### src/hdl/tfb_pkg.sv
`timescale 1ns / 1ps
// Shared constants, types and the arctangent table for the tilt fusion block.
// No dependencies; used by tfb_cordic, tfb_mac and tilt_fusion_balance_control.
package tfb_pkg;

	localparam int CORDIC_STEPS = 16;
	localparam int ATAN_ENTRIES = 24;
	localparam int CORDIC_ITERS = (CORDIC_STEPS < ATAN_ENTRIES) ? CORDIC_STEPS : ATAN_ENTRIES;
	localparam int ITER_W       = $clog2(CORDIC_ITERS);
	localparam int ATAN_IDX_W   = $clog2(ATAN_ENTRIES);

	localparam int SAMPLE_W = 16;
	localparam int XY_W     = 36;
	localparam int TILT_W   = 25;
	localparam int ANGLE_W  = 24;
	localparam int MUL_A_W  = 26;
	localparam int MUL_B_W  = 18;
	localparam int ACC_W    = 45;
	localparam int REG_W    = 16;
	localparam int DRIVE_W  = 16;

	typedef logic signed [TILT_W-1:0]  tilt_t;
	typedef logic signed [ANGLE_W-1:0] angle_t;
	typedef logic signed [ACC_W-1:0]   acc_t;

	localparam tilt_t                      PI_Q20       = 25'sd3294199;
	localparam angle_t                     PI32_Q20     = 24'sd102943;
	localparam logic signed [MUL_B_W-1:0]  GYRO_K       = 18'sd52458;
	localparam logic signed [MUL_B_W-1:0]  WEIGHT_ONE   = 18'sd65536;
	localparam logic [REG_W-1:0]           WEIGHT_RESET = 16'd64225;
	localparam logic [REG_W-1:0]           GAIN_RESET   = 16'd0;

	typedef struct packed {
		logic en;
		logic clr;
	} mac_ctl_t;

	typedef enum logic {
		REG_WEIGHT = 1'b0,
		REG_GAIN   = 1'b1
	} reg_idx_t;

	// atan(2^-i) in Q3.20, rounded to nearest
	function automatic tilt_t atan_q20(input logic [ATAN_IDX_W-1:0] idx);
		tilt_t r;
		case (idx)
			5'd0:    r = 25'sd823550;
			5'd1:    r = 25'sd486170;
			5'd2:    r = 25'sd256879;
			5'd3:    r = 25'sd130396;
			5'd4:    r = 25'sd65451;
			5'd5:    r = 25'sd32757;
			5'd6:    r = 25'sd16383;
			5'd7:    r = 25'sd8192;
			5'd8:    r = 25'sd4096;
			5'd9:    r = 25'sd2048;
			5'd10:   r = 25'sd1024;
			5'd11:   r = 25'sd512;
			5'd12:   r = 25'sd256;
			5'd13:   r = 25'sd128;
			5'd14:   r = 25'sd64;
			5'd15:   r = 25'sd32;
			5'd16:   r = 25'sd16;
			5'd17:   r = 25'sd8;
			5'd18:   r = 25'sd4;
			5'd19:   r = 25'sd2;
			5'd20:   r = 25'sd1;
			default: r = '0;
		endcase
		return r;
	endfunction

endpackage

### src/hdl/tfb_cordic.sv
`timescale 1ns / 1ps
// Iterative vectoring CORDIC: atan2(accel_x, accel_z) in Q3.20, one step per cycle.
// Depends on tfb_pkg.
module tfb_cordic (
	input  logic                       clk,
	input  logic                       arst_n,
	input  logic                       start,
	input  logic signed [15:0]         accel_x,
	input  logic signed [15:0]         accel_z,
	output tfb_pkg::tilt_t             tilt,
	output logic                       busy,
	output logic                       done
);

	logic signed [tfb_pkg::XY_W-1:0] x_q, y_q, dx, dy, ax_w, az_w;
	tfb_pkg::tilt_t                  z_q, step_ang;
	logic [tfb_pkg::ITER_W-1:0]      i_q;
	logic                            run_q, done_q, zero_vec, last_step;

	assign ax_w      = {{(tfb_pkg::XY_W-16){accel_x[15]}}, accel_x} <<< 16;
	assign az_w      = {{(tfb_pkg::XY_W-16){accel_z[15]}}, accel_z} <<< 16;
	assign zero_vec  = (accel_x == '0) && (accel_z == '0);
	assign last_step = (i_q == tfb_pkg::ITER_W'(tfb_pkg::CORDIC_ITERS - 1));
	assign dx        = y_q >>> i_q;
	assign dy        = x_q >>> i_q;
	assign step_ang  = tfb_pkg::atan_q20(tfb_pkg::ATAN_IDX_W'(i_q));

	always_ff @(posedge clk or negedge arst_n) begin
		if (!arst_n) begin
			run_q  <= 1'b0;
			done_q <= 1'b0;
			i_q    <= '0;
		end else if (start) begin
			run_q  <= !zero_vec;
			done_q <= zero_vec;
			i_q    <= '0;
		end else if (run_q) begin
			i_q <= i_q + 1'b1;
			if (last_step) begin
				run_q  <= 1'b0;
				done_q <= 1'b1;
			end
		end
	end

	always_ff @(posedge clk) begin
		if (start) begin
			if (zero_vec) begin
				x_q <= '0;
				y_q <= '0;
				z_q <= '0;
			end else if (accel_z < 0) begin
				// left half plane: rotate by pi first
				x_q <= -az_w;
				y_q <= -ax_w;
				z_q <= (accel_x >= 0) ? tfb_pkg::PI_Q20 : -tfb_pkg::PI_Q20;
			end else begin
				x_q <= az_w;
				y_q <= ax_w;
				z_q <= '0;
			end
		end else if (run_q) begin
			if (!y_q[tfb_pkg::XY_W-1]) begin
				x_q <= x_q + dx;
				y_q <= y_q - dy;
				z_q <= z_q + step_ang;
			end else begin
				x_q <= x_q - dx;
				y_q <= y_q + dy;
				z_q <= z_q - step_ang;
			end
		end
	end

	assign tilt = z_q;
	assign busy = run_q;
	assign done = done_q;

endmodule

### src/hdl/tfb_mac.sv
`timescale 1ns / 1ps
// Shared multiply-accumulate unit: one registered signed product per cycle while ctl.en is set.
// Depends on tfb_pkg.
module tfb_mac (
	input  logic                               clk,
	input  tfb_pkg::mac_ctl_t                  ctl,
	input  logic signed [tfb_pkg::MUL_A_W-1:0] op_a,
	input  logic signed [tfb_pkg::MUL_B_W-1:0] op_b,
	output tfb_pkg::acc_t                      acc
);

	logic signed [tfb_pkg::MUL_A_W+tfb_pkg::MUL_B_W-1:0] prod;
	tfb_pkg::acc_t                                      acc_q;

	assign prod = op_a * op_b;

	always_ff @(posedge clk) begin
		if (ctl.en) begin
			acc_q <= (ctl.clr ? tfb_pkg::acc_t'(0) : acc_q) + tfb_pkg::acc_t'(prod);
		end
	end

	assign acc = acc_q;

endmodule

### src/hdl/tilt_fusion_balance_control.sv
`timescale 1ns / 1ps
// Tilt fusion balance control: top level with sequencer, config registers and output stage.
// Depends on tfb_pkg, tfb_cordic and tfb_mac.
//
// Usage: one raw IMU sample enters on the s_ stream (accel X, accel Z, gyro Y). The block
// finds the accelerometer tilt with an iterative CORDIC, blends it with the integrated gyro
// rate in a complementary filter and returns one result on the m_ stream: a saturated
// proportional drive level, a forward/backward bit and the fused tilt angle (Q3.20 rad).
// The sequencer scales the gyro rate, adds it to the fused angle, weights that sum, adds the
// weighted CORDIC tilt (one add/shift step per cycle), rounds and forms the drive product;
// one multiplier is shared for the gyro scaling, both filter terms and the drive product.
// A zero accel vector skips the CORDIC loop. s_tready is high only while the sequencer is
// idle, so a new sample is accepted only after the previous one has left the sequencer.
// A finished result sits in the output register; the next sample is accepted meanwhile,
// and the sequencer holds its new result until the receiver has taken the old one.
// Reset clears the fused angle to zero, fusion_weight to 0.98 and prop_gain to zero.
// Registers sit on the APB port at byte 0 (fusion_weight) and byte 4 (prop_gain);
// write them only while the block is idle.
module tilt_fusion_balance_control (
	input  logic        clk,
	input  logic        arst_n,
	input  logic        s_tvalid,
	output logic        s_tready,
	input  logic [47:0] s_tdata,   // accel_x[15:0], accel_z[31:16], gyro_y[47:32]
	output logic        m_tvalid,
	input  logic        m_tready,
	output logic [47:0] m_tdata,   // drive_level[15:0], forward[16], tilt_angle[40:17], zero pad
	input  logic        psel,
	input  logic        penable,
	input  logic        pwrite,
	input  logic [2:0]  paddr,
	input  logic [31:0] pwdata,
	output logic [31:0] prdata,
	output logic        pready
);

	typedef enum logic [2:0] {
		S_IDLE,
		S_GYRO,
		S_INC,
		S_MW,
		S_WAIT,
		S_ROUND,
		S_DRV,
		S_OUT
	} state_t;

	state_t                                 state_q;
	logic [tfb_pkg::REG_W-1:0]              weight_q, gain_q;
	logic signed [tfb_pkg::SAMPLE_W-1:0]    gyro_q;
	tfb_pkg::angle_t                        fused_q;
	logic signed [tfb_pkg::TILT_W-1:0]      sum_q;
	logic signed [tfb_pkg::DRIVE_W-1:0]     drive_q;
	logic                                   fwd_q, m_tvalid_q;
	tfb_pkg::angle_t                        tilt_out_q;

	logic                                   accept, cfg_wr, out_free;
	logic                                   cordic_busy, cordic_done;
	tfb_pkg::tilt_t                         cordic_tilt;
	tfb_pkg::mac_ctl_t                      mac_ctl;
	logic signed [tfb_pkg::MUL_A_W-1:0]     mac_a;
	logic signed [tfb_pkg::MUL_B_W-1:0]     mac_b;
	tfb_pkg::acc_t                          acc, sh16, sh20;
	tfb_pkg::angle_t                        angle_sat;
	logic signed [tfb_pkg::DRIVE_W-1:0]     drive_sat;
	logic signed [tfb_pkg::MUL_B_W-1:0]     weight_s, gain_s;

	assign accept   = s_tvalid && s_tready;
	assign s_tready = (state_q == S_IDLE);
	assign out_free = !m_tvalid_q || m_tready;
	assign weight_s = {2'b00, weight_q};
	assign gain_s   = {2'b00, gain_q};

	tfb_cordic u_cordic (
		.clk     (clk),
		.arst_n  (arst_n),
		.start   (accept),
		.accel_x (s_tdata[15:0]),
		.accel_z (s_tdata[31:16]),
		.tilt    (cordic_tilt),
		.busy    (cordic_busy),
		.done    (cordic_done)
	);

	// operand select for the shared multiplier
	always_comb begin
		mac_ctl = '0;
		mac_a   = '0;
		mac_b   = '0;
		case (state_q)
			S_GYRO: begin
				mac_ctl = '{en: 1'b1, clr: 1'b1};
				mac_a   = {{(tfb_pkg::MUL_A_W-tfb_pkg::SAMPLE_W){gyro_q[15]}}, gyro_q};
				mac_b   = tfb_pkg::GYRO_K;
			end
			S_MW: begin
				mac_ctl = '{en: 1'b1, clr: 1'b1};
				mac_a   = {sum_q[tfb_pkg::TILT_W-1], sum_q};
				mac_b   = weight_s;
			end
			S_WAIT: begin
				// accumulate the accelerometer term onto the weighted sum of fused angle and gyro term
				mac_ctl = '{en: cordic_done, clr: 1'b0};
				mac_a   = {cordic_tilt[tfb_pkg::TILT_W-1], cordic_tilt};
				mac_b   = tfb_pkg::WEIGHT_ONE - weight_s;
			end
			S_DRV: begin
				mac_ctl = '{en: 1'b1, clr: 1'b1};
				mac_a   = {{(tfb_pkg::MUL_A_W-tfb_pkg::ANGLE_W){fused_q[tfb_pkg::ANGLE_W-1]}},
				           fused_q};
				mac_b   = gain_s;
			end
			default: begin
				mac_ctl = '0;
			end
		endcase
	end

	tfb_mac u_mac (
		.clk  (clk),
		.ctl  (mac_ctl),
		.op_a (mac_a),
		.op_b (mac_b),
		.acc  (acc)
	);

	// round half up, then saturate
	assign sh16 = (acc + tfb_pkg::acc_t'(32768)) >>> 16;
	assign sh20 = (acc + tfb_pkg::acc_t'(524288)) >>> 20;

	always_comb begin
		if (sh16[tfb_pkg::ACC_W-1:tfb_pkg::ANGLE_W-1] == '0 ||
		    sh16[tfb_pkg::ACC_W-1:tfb_pkg::ANGLE_W-1] == '1) begin
			angle_sat = sh16[tfb_pkg::ANGLE_W-1:0];
		end else if (sh16[tfb_pkg::ACC_W-1]) begin
			angle_sat = {1'b1, {(tfb_pkg::ANGLE_W-1){1'b0}}};
		end else begin
			angle_sat = {1'b0, {(tfb_pkg::ANGLE_W-1){1'b1}}};
		end
	end

	always_comb begin
		if (sh20[tfb_pkg::ACC_W-1:tfb_pkg::DRIVE_W-1] == '0 ||
		    sh20[tfb_pkg::ACC_W-1:tfb_pkg::DRIVE_W-1] == '1) begin
			drive_sat = sh20[tfb_pkg::DRIVE_W-1:0];
		end else if (sh20[tfb_pkg::ACC_W-1]) begin
			drive_sat = {1'b1, {(tfb_pkg::DRIVE_W-1){1'b0}}};
		end else begin
			drive_sat = {1'b0, {(tfb_pkg::DRIVE_W-1){1'b1}}};
		end
	end

	always_ff @(posedge clk or negedge arst_n) begin
		if (!arst_n) begin
			state_q    <= S_IDLE;
			fused_q    <= '0;
			m_tvalid_q <= 1'b0;
		end else begin
			if (state_q == S_OUT && out_free) begin
				m_tvalid_q <= 1'b1;
			end else if (m_tvalid_q && m_tready) begin
				m_tvalid_q <= 1'b0;
			end
			unique case (state_q)
				S_IDLE: begin
					if (accept) begin
						state_q <= S_GYRO;
					end
				end
				S_GYRO:  state_q <= S_INC;
				S_INC:   state_q <= S_MW;
				S_MW:    state_q <= S_WAIT;
				S_WAIT: begin
					if (cordic_done) begin
						state_q <= S_ROUND;
					end
				end
				S_ROUND: begin
					fused_q <= angle_sat;
					state_q <= S_DRV;
				end
				S_DRV:   state_q <= S_OUT;
				S_OUT: begin
					// hold until the output register is free
					if (out_free) begin
						state_q <= S_IDLE;
					end
				end
				default: state_q <= S_IDLE;
			endcase
		end
	end

	always_ff @(posedge clk) begin
		if (accept) begin
			gyro_q <= s_tdata[47:32];
		end
		if (state_q == S_INC) begin
			sum_q <= {fused_q[tfb_pkg::ANGLE_W-1], fused_q} + sh16[tfb_pkg::TILT_W-1:0];
		end
		if (state_q == S_OUT && out_free) begin
			drive_q    <= drive_sat;
			fwd_q      <= (fused_q <= tfb_pkg::PI32_Q20);
			tilt_out_q <= fused_q;
		end
	end

	assign m_tvalid = m_tvalid_q;
	assign m_tdata  = {7'b0, tilt_out_q, fwd_q, drive_q};

	// configuration registers
	assign cfg_wr = psel && penable && pwrite && pready;
	assign pready = 1'b1;

	always_ff @(posedge clk or negedge arst_n) begin
		if (!arst_n) begin
			weight_q <= tfb_pkg::WEIGHT_RESET;
			gain_q   <= tfb_pkg::GAIN_RESET;
		end else if (cfg_wr) begin
			unique case (tfb_pkg::reg_idx_t'(paddr[2]))
				tfb_pkg::REG_WEIGHT: weight_q <= pwdata[tfb_pkg::REG_W-1:0];
				tfb_pkg::REG_GAIN:   gain_q   <= pwdata[tfb_pkg::REG_W-1:0];
				default:             weight_q <= weight_q;
			endcase
		end
	end

	always_comb begin
		unique case (tfb_pkg::reg_idx_t'(paddr[2]))
			tfb_pkg::REG_WEIGHT: prdata = {16'b0, weight_q};
			tfb_pkg::REG_GAIN:   prdata = {16'b0, gain_q};
			default:             prdata = '0;
		endcase
	end

	a_ready_cordic_idle: assert property (@(posedge clk) disable iff (!arst_n)
		s_tready |-> !cordic_busy)
		else $error("input ready while CORDIC still iterating");

	a_accept_starts: assert property (@(posedge clk) disable iff (!arst_n)
		accept |=> state_q == S_GYRO)
		else $error("accepted sample did not start the sequencer");

	a_forward_matches: assert property (@(posedge clk) disable iff (!arst_n)
		$rose(m_tvalid_q) |-> (fwd_q == (tilt_out_q <= tfb_pkg::PI32_Q20)))
		else $error("direction bit disagrees with delivered angle");

	a_stall_holds: assert property (@(posedge clk) disable iff (!arst_n)
		(state_q == S_OUT && m_tvalid_q && !m_tready) |=> state_q == S_OUT)
		else $error("sequencer left output state while result stalled");

endmodule
### config.mk
export PLATFORM = sky130hd
export DESIGN_NAME = tilt_fusion_balance_control
export DESIGN_NICKNAME = d
export VERILOG_FILES = /design/src/hdl/tfb_pkg.sv /design/src/hdl/tfb_cordic.sv /design/src/hdl/tfb_mac.sv /design/src/hdl/tilt_fusion_balance_control.sv
export SDC_FILE = /design/constraint.sdc
export NUM_CORES = 2
export LEC_CHECK = 0
export ABC_AREA = 1
export BUFFER_PORTS_ARGS = -buffer_cell sky130_fd_sc_hd__buf_2
export CORE_AREA = 5 5 387 389
export DETAILED_ROUTE_END_ITERATION = 7
export DIE_AREA = 0 0 392 394
export PLACE_DENSITY = 0.46
export SLEW_MARGIN = 30
export SYNTH_ARGS = -nofsm -noshare
export SYNTH_HDL_FRONTEND = slang
export SYNTH_SLANG_ARGS = --single-unit
### constraint.sdc
create_clock -name clk -period 12.01 [get_ports clk]
set_input_delay 3.0025 -clock clk [delete_from_list [all_inputs] [get_ports clk]]
set_output_delay 3.0025 -clock clk [all_outputs]
set_load 0.02 [all_outputs]
==> out/metrics.yaml <==
rsz0062_at_grt: "no"
pre_cts_ws_ps: 2700
crit_family: "adder cells"
vias_per_cell: 4.84
cp.required_ps: 12360
dr.pass1.iters: 6
slew_viol_final: 0
synth_top_family_by_area: "adder cells"
dp_hpwl_mm: 130
min_period_ps: 9480
dieArea_mm2: 0.154
cts_buffers: 43
num_rows: 141
cts_root_buf: "clkbuf_16"
seq_area_frac_synth_pct: 19.3
antenna_found_initial: 5
first_iter_violations: 2599
hold_slack_ps: 491
muxShareOfSynthArea_pct: 0
drive_gt1_share_pct: 6.85
syn_to_final_growth_pct: 9.60
io_pins: 173
tightest_slew_ps: 958
path_common_cell: "nand2_1"
nets: 6809
finClkSkew_ps: 20.7
netlist_area_mm2: 0.0435
period_share_pct: 79.0
synth_edf_count: 224
holdBufCountCts: 0
setup_viol: 0
syn_inst: 5933
cts_tree: "done"
crit_path_max_fanout: 17
ys_async_sr_fraction_pct: 22.8
max_slew_margin_pct: 35.5
yosysWarnings: 0
gr-usage-met2_pct: 35.3
cts_max_path_buffers: 3
routed_wl_mm: 159
cts_setup_buffers: 0
cts_resized: 0
yosysUniqueCellTypes: 68
fmax_mhz: 105
crit_path_end_kind: "flop"
setup_ws_ps: 2530
setup_tns_ps: 0
synth_area_per_cell_um2: 7.33
clock-sinks: 290
maxCapViolCount: 0
worst_hold_path_type: "reg -> reg"
arrival_ps: 9840
synth_ff_type: "edfxtp_1"
htree_levels: 2
cp_slowest_cell: "dfstp_2"
clk_pin_slew_ps: 60
post-route-util_pct: 32.6
grt_overflow: 0
die_h_um: 394
crit_buf_inv: 7
critPathLaunchType: "flop"
design.core.area_mm2: 0.146
worstSkewPairLatency_ps: 630
grt_pass1_wl_mm: 241
synthAdderAreaFrac_pct: 29.0
vias: 38500
crit_type: "reg -> reg"
drc: 0
yosys.area_share.simple_pct: 25.8
grtUsageMet1_pct: 26.9
wire_per_inst_um: 20.0
met3_usage_pct: 2.08
hold_viol_final: 0
ant_nets: 0
chipWidth_um: 392
start_util_pct: 29.7
port_buffers: 130
grt.total_usage_pct: 20.4
synth-compound-area-share_pct: 9.80
ys_ff_latch: 290
critPathMaxStageDelay_ps: 630
grt.busiest_layer: "met2"
outcome: "finished clean"
synth-xor-area-share_pct: 4.51
grt_max_degree: 82
place.gp.congestion: 0.918
grt_pass1_vias: 39000
antenna_cells: 0
==> cell type report <==
cell class,count,area [um2]
Fill cell,16000,98700
Multi-Input combinational cell,4409,30200
Sequential cell,290,8400
Inverter,1055,3960
Tap cell,1930,2410
Clock buffer,52,1160
Timing Repair Buffer,195,1140
Clock inverter,28,380
==> registers in the layout, summed over array words and instances (netlist names) <==
name,flops
u_mac.acc,45
u_cordic.x_q,36
u_cordic.y_q,36
sum_q,25
u_cordic.tilt,25
fused_q,24
tilt_out_q,24
drive_q,16
gain_q,16
gyro_q,16
weight_q,16
u_cordic.i_q,4
state_q,3
fwd_q,1
m_tvalid,1
u_cordic.busy,1
u_cordic.done,1
==> cell families (layout without fill, tap and decap cells) <==
logic type | Yosys count | in the layout
buf+inv | 1256 | 1330
flops | 290 | 290
simple gates | 2687 | 2687
other cells | 2 | 24
xor+xnor | 223 | 223
compound gates | 750 | 750
fa+ha+maj | 725 | 725
==> per-stage QoR <==
| stage | instance area (um2) | cells |
|---|---|---|
| floorplan | 43600 | 5955 |
| global placement | 46100 | 7879 |
| detailed placement | 46100 | 7879 |
| CTS | 47700 | 7959 |
| global route | 47700 | 7959 |
| finish | 47700 | 7959 |
==> worst reg2reg max path, delay by kind of cell, from the launching register on <==
kind	cells	cell delay, ps
buf+inv	7	1140
compound gates	7	1630
flops	1	630
simple gates	15	1920
xor+xnor	1	110
fa+ha+maj	8	3780
==> cells in the mapped netlist, types with 29 or more instances <==
library cell	number	area share (%)
a21oi_1	262	3.0
a22o_1	29	0.58
a31oi_1	38	0.55
buf_2	41	0.47
buf_4	39	0.67
clkbuf_1	77	0.66
dfrtp_1	56	3.2
edfxtp_1	224	15
fa_1	470	22
ha_1	255	7.3
inv_1	1029	8.9
nand2_1	1426	12
nand3_1	466	5.4
nand4_1	40	0.58
nor2_1	588	5.1
nor2_2	34	0.49
nor3_1	50	0.58
o21ai_0	289	3.3
xnor2_1	71	1.4
xor2_1	151	3.0
==> path summary, 6_finish.rpt <==
check                                    startpoint                        to  slack [ps]  cells past startpoint
setup / recovery            weight_q[0]$_DFFE_PN1P_   u_mac.acc[35]$_DFFE_PP_        2530                     38
hold / removal             weight_q[12]$_DFFE_PN1P_  weight_q[12]$_DFFE_PN1P_         490                      2
setup reg to reg            weight_q[0]$_DFFE_PN1P_   u_mac.acc[35]$_DFFE_PP_        2530                     38
hold reg to reg            weight_q[12]$_DFFE_PN1P_  weight_q[12]$_DFFE_PN1P_         490                      2
max in group asynchronous                    arst_n    gain_q[14]$_DFFE_PN0P_        8690                      2
min in group asynchronous                    arst_n   fused_q[21]$_DFFE_PN0P_        2260                      1
==> cell usage in the layout (no fill, tap or decap), types with 151 or more instances in the layout <==
cell type  Yosys  routed
a21oi_1      262     262
ha_1         255     255
inv_1       1029    1025
o21ai_0      289     288
fa_1         470     470
xor2_1       151     151
nand3_1      466     466
edfxtp_1     224     224
nor2_1       588     584
nand2_1     1426    1422
==> per-layer routing <==
metal  up-vias  share of wire [%]
li1      18800                  -
met1     18600                 44
met2       860                 48
met3       199                4.3
met4         2                3.1
met5         -             0.0050
Power is not shown: default switching activity piles up to over one toggle a cycle in this logic, so the estimate is an artifact.
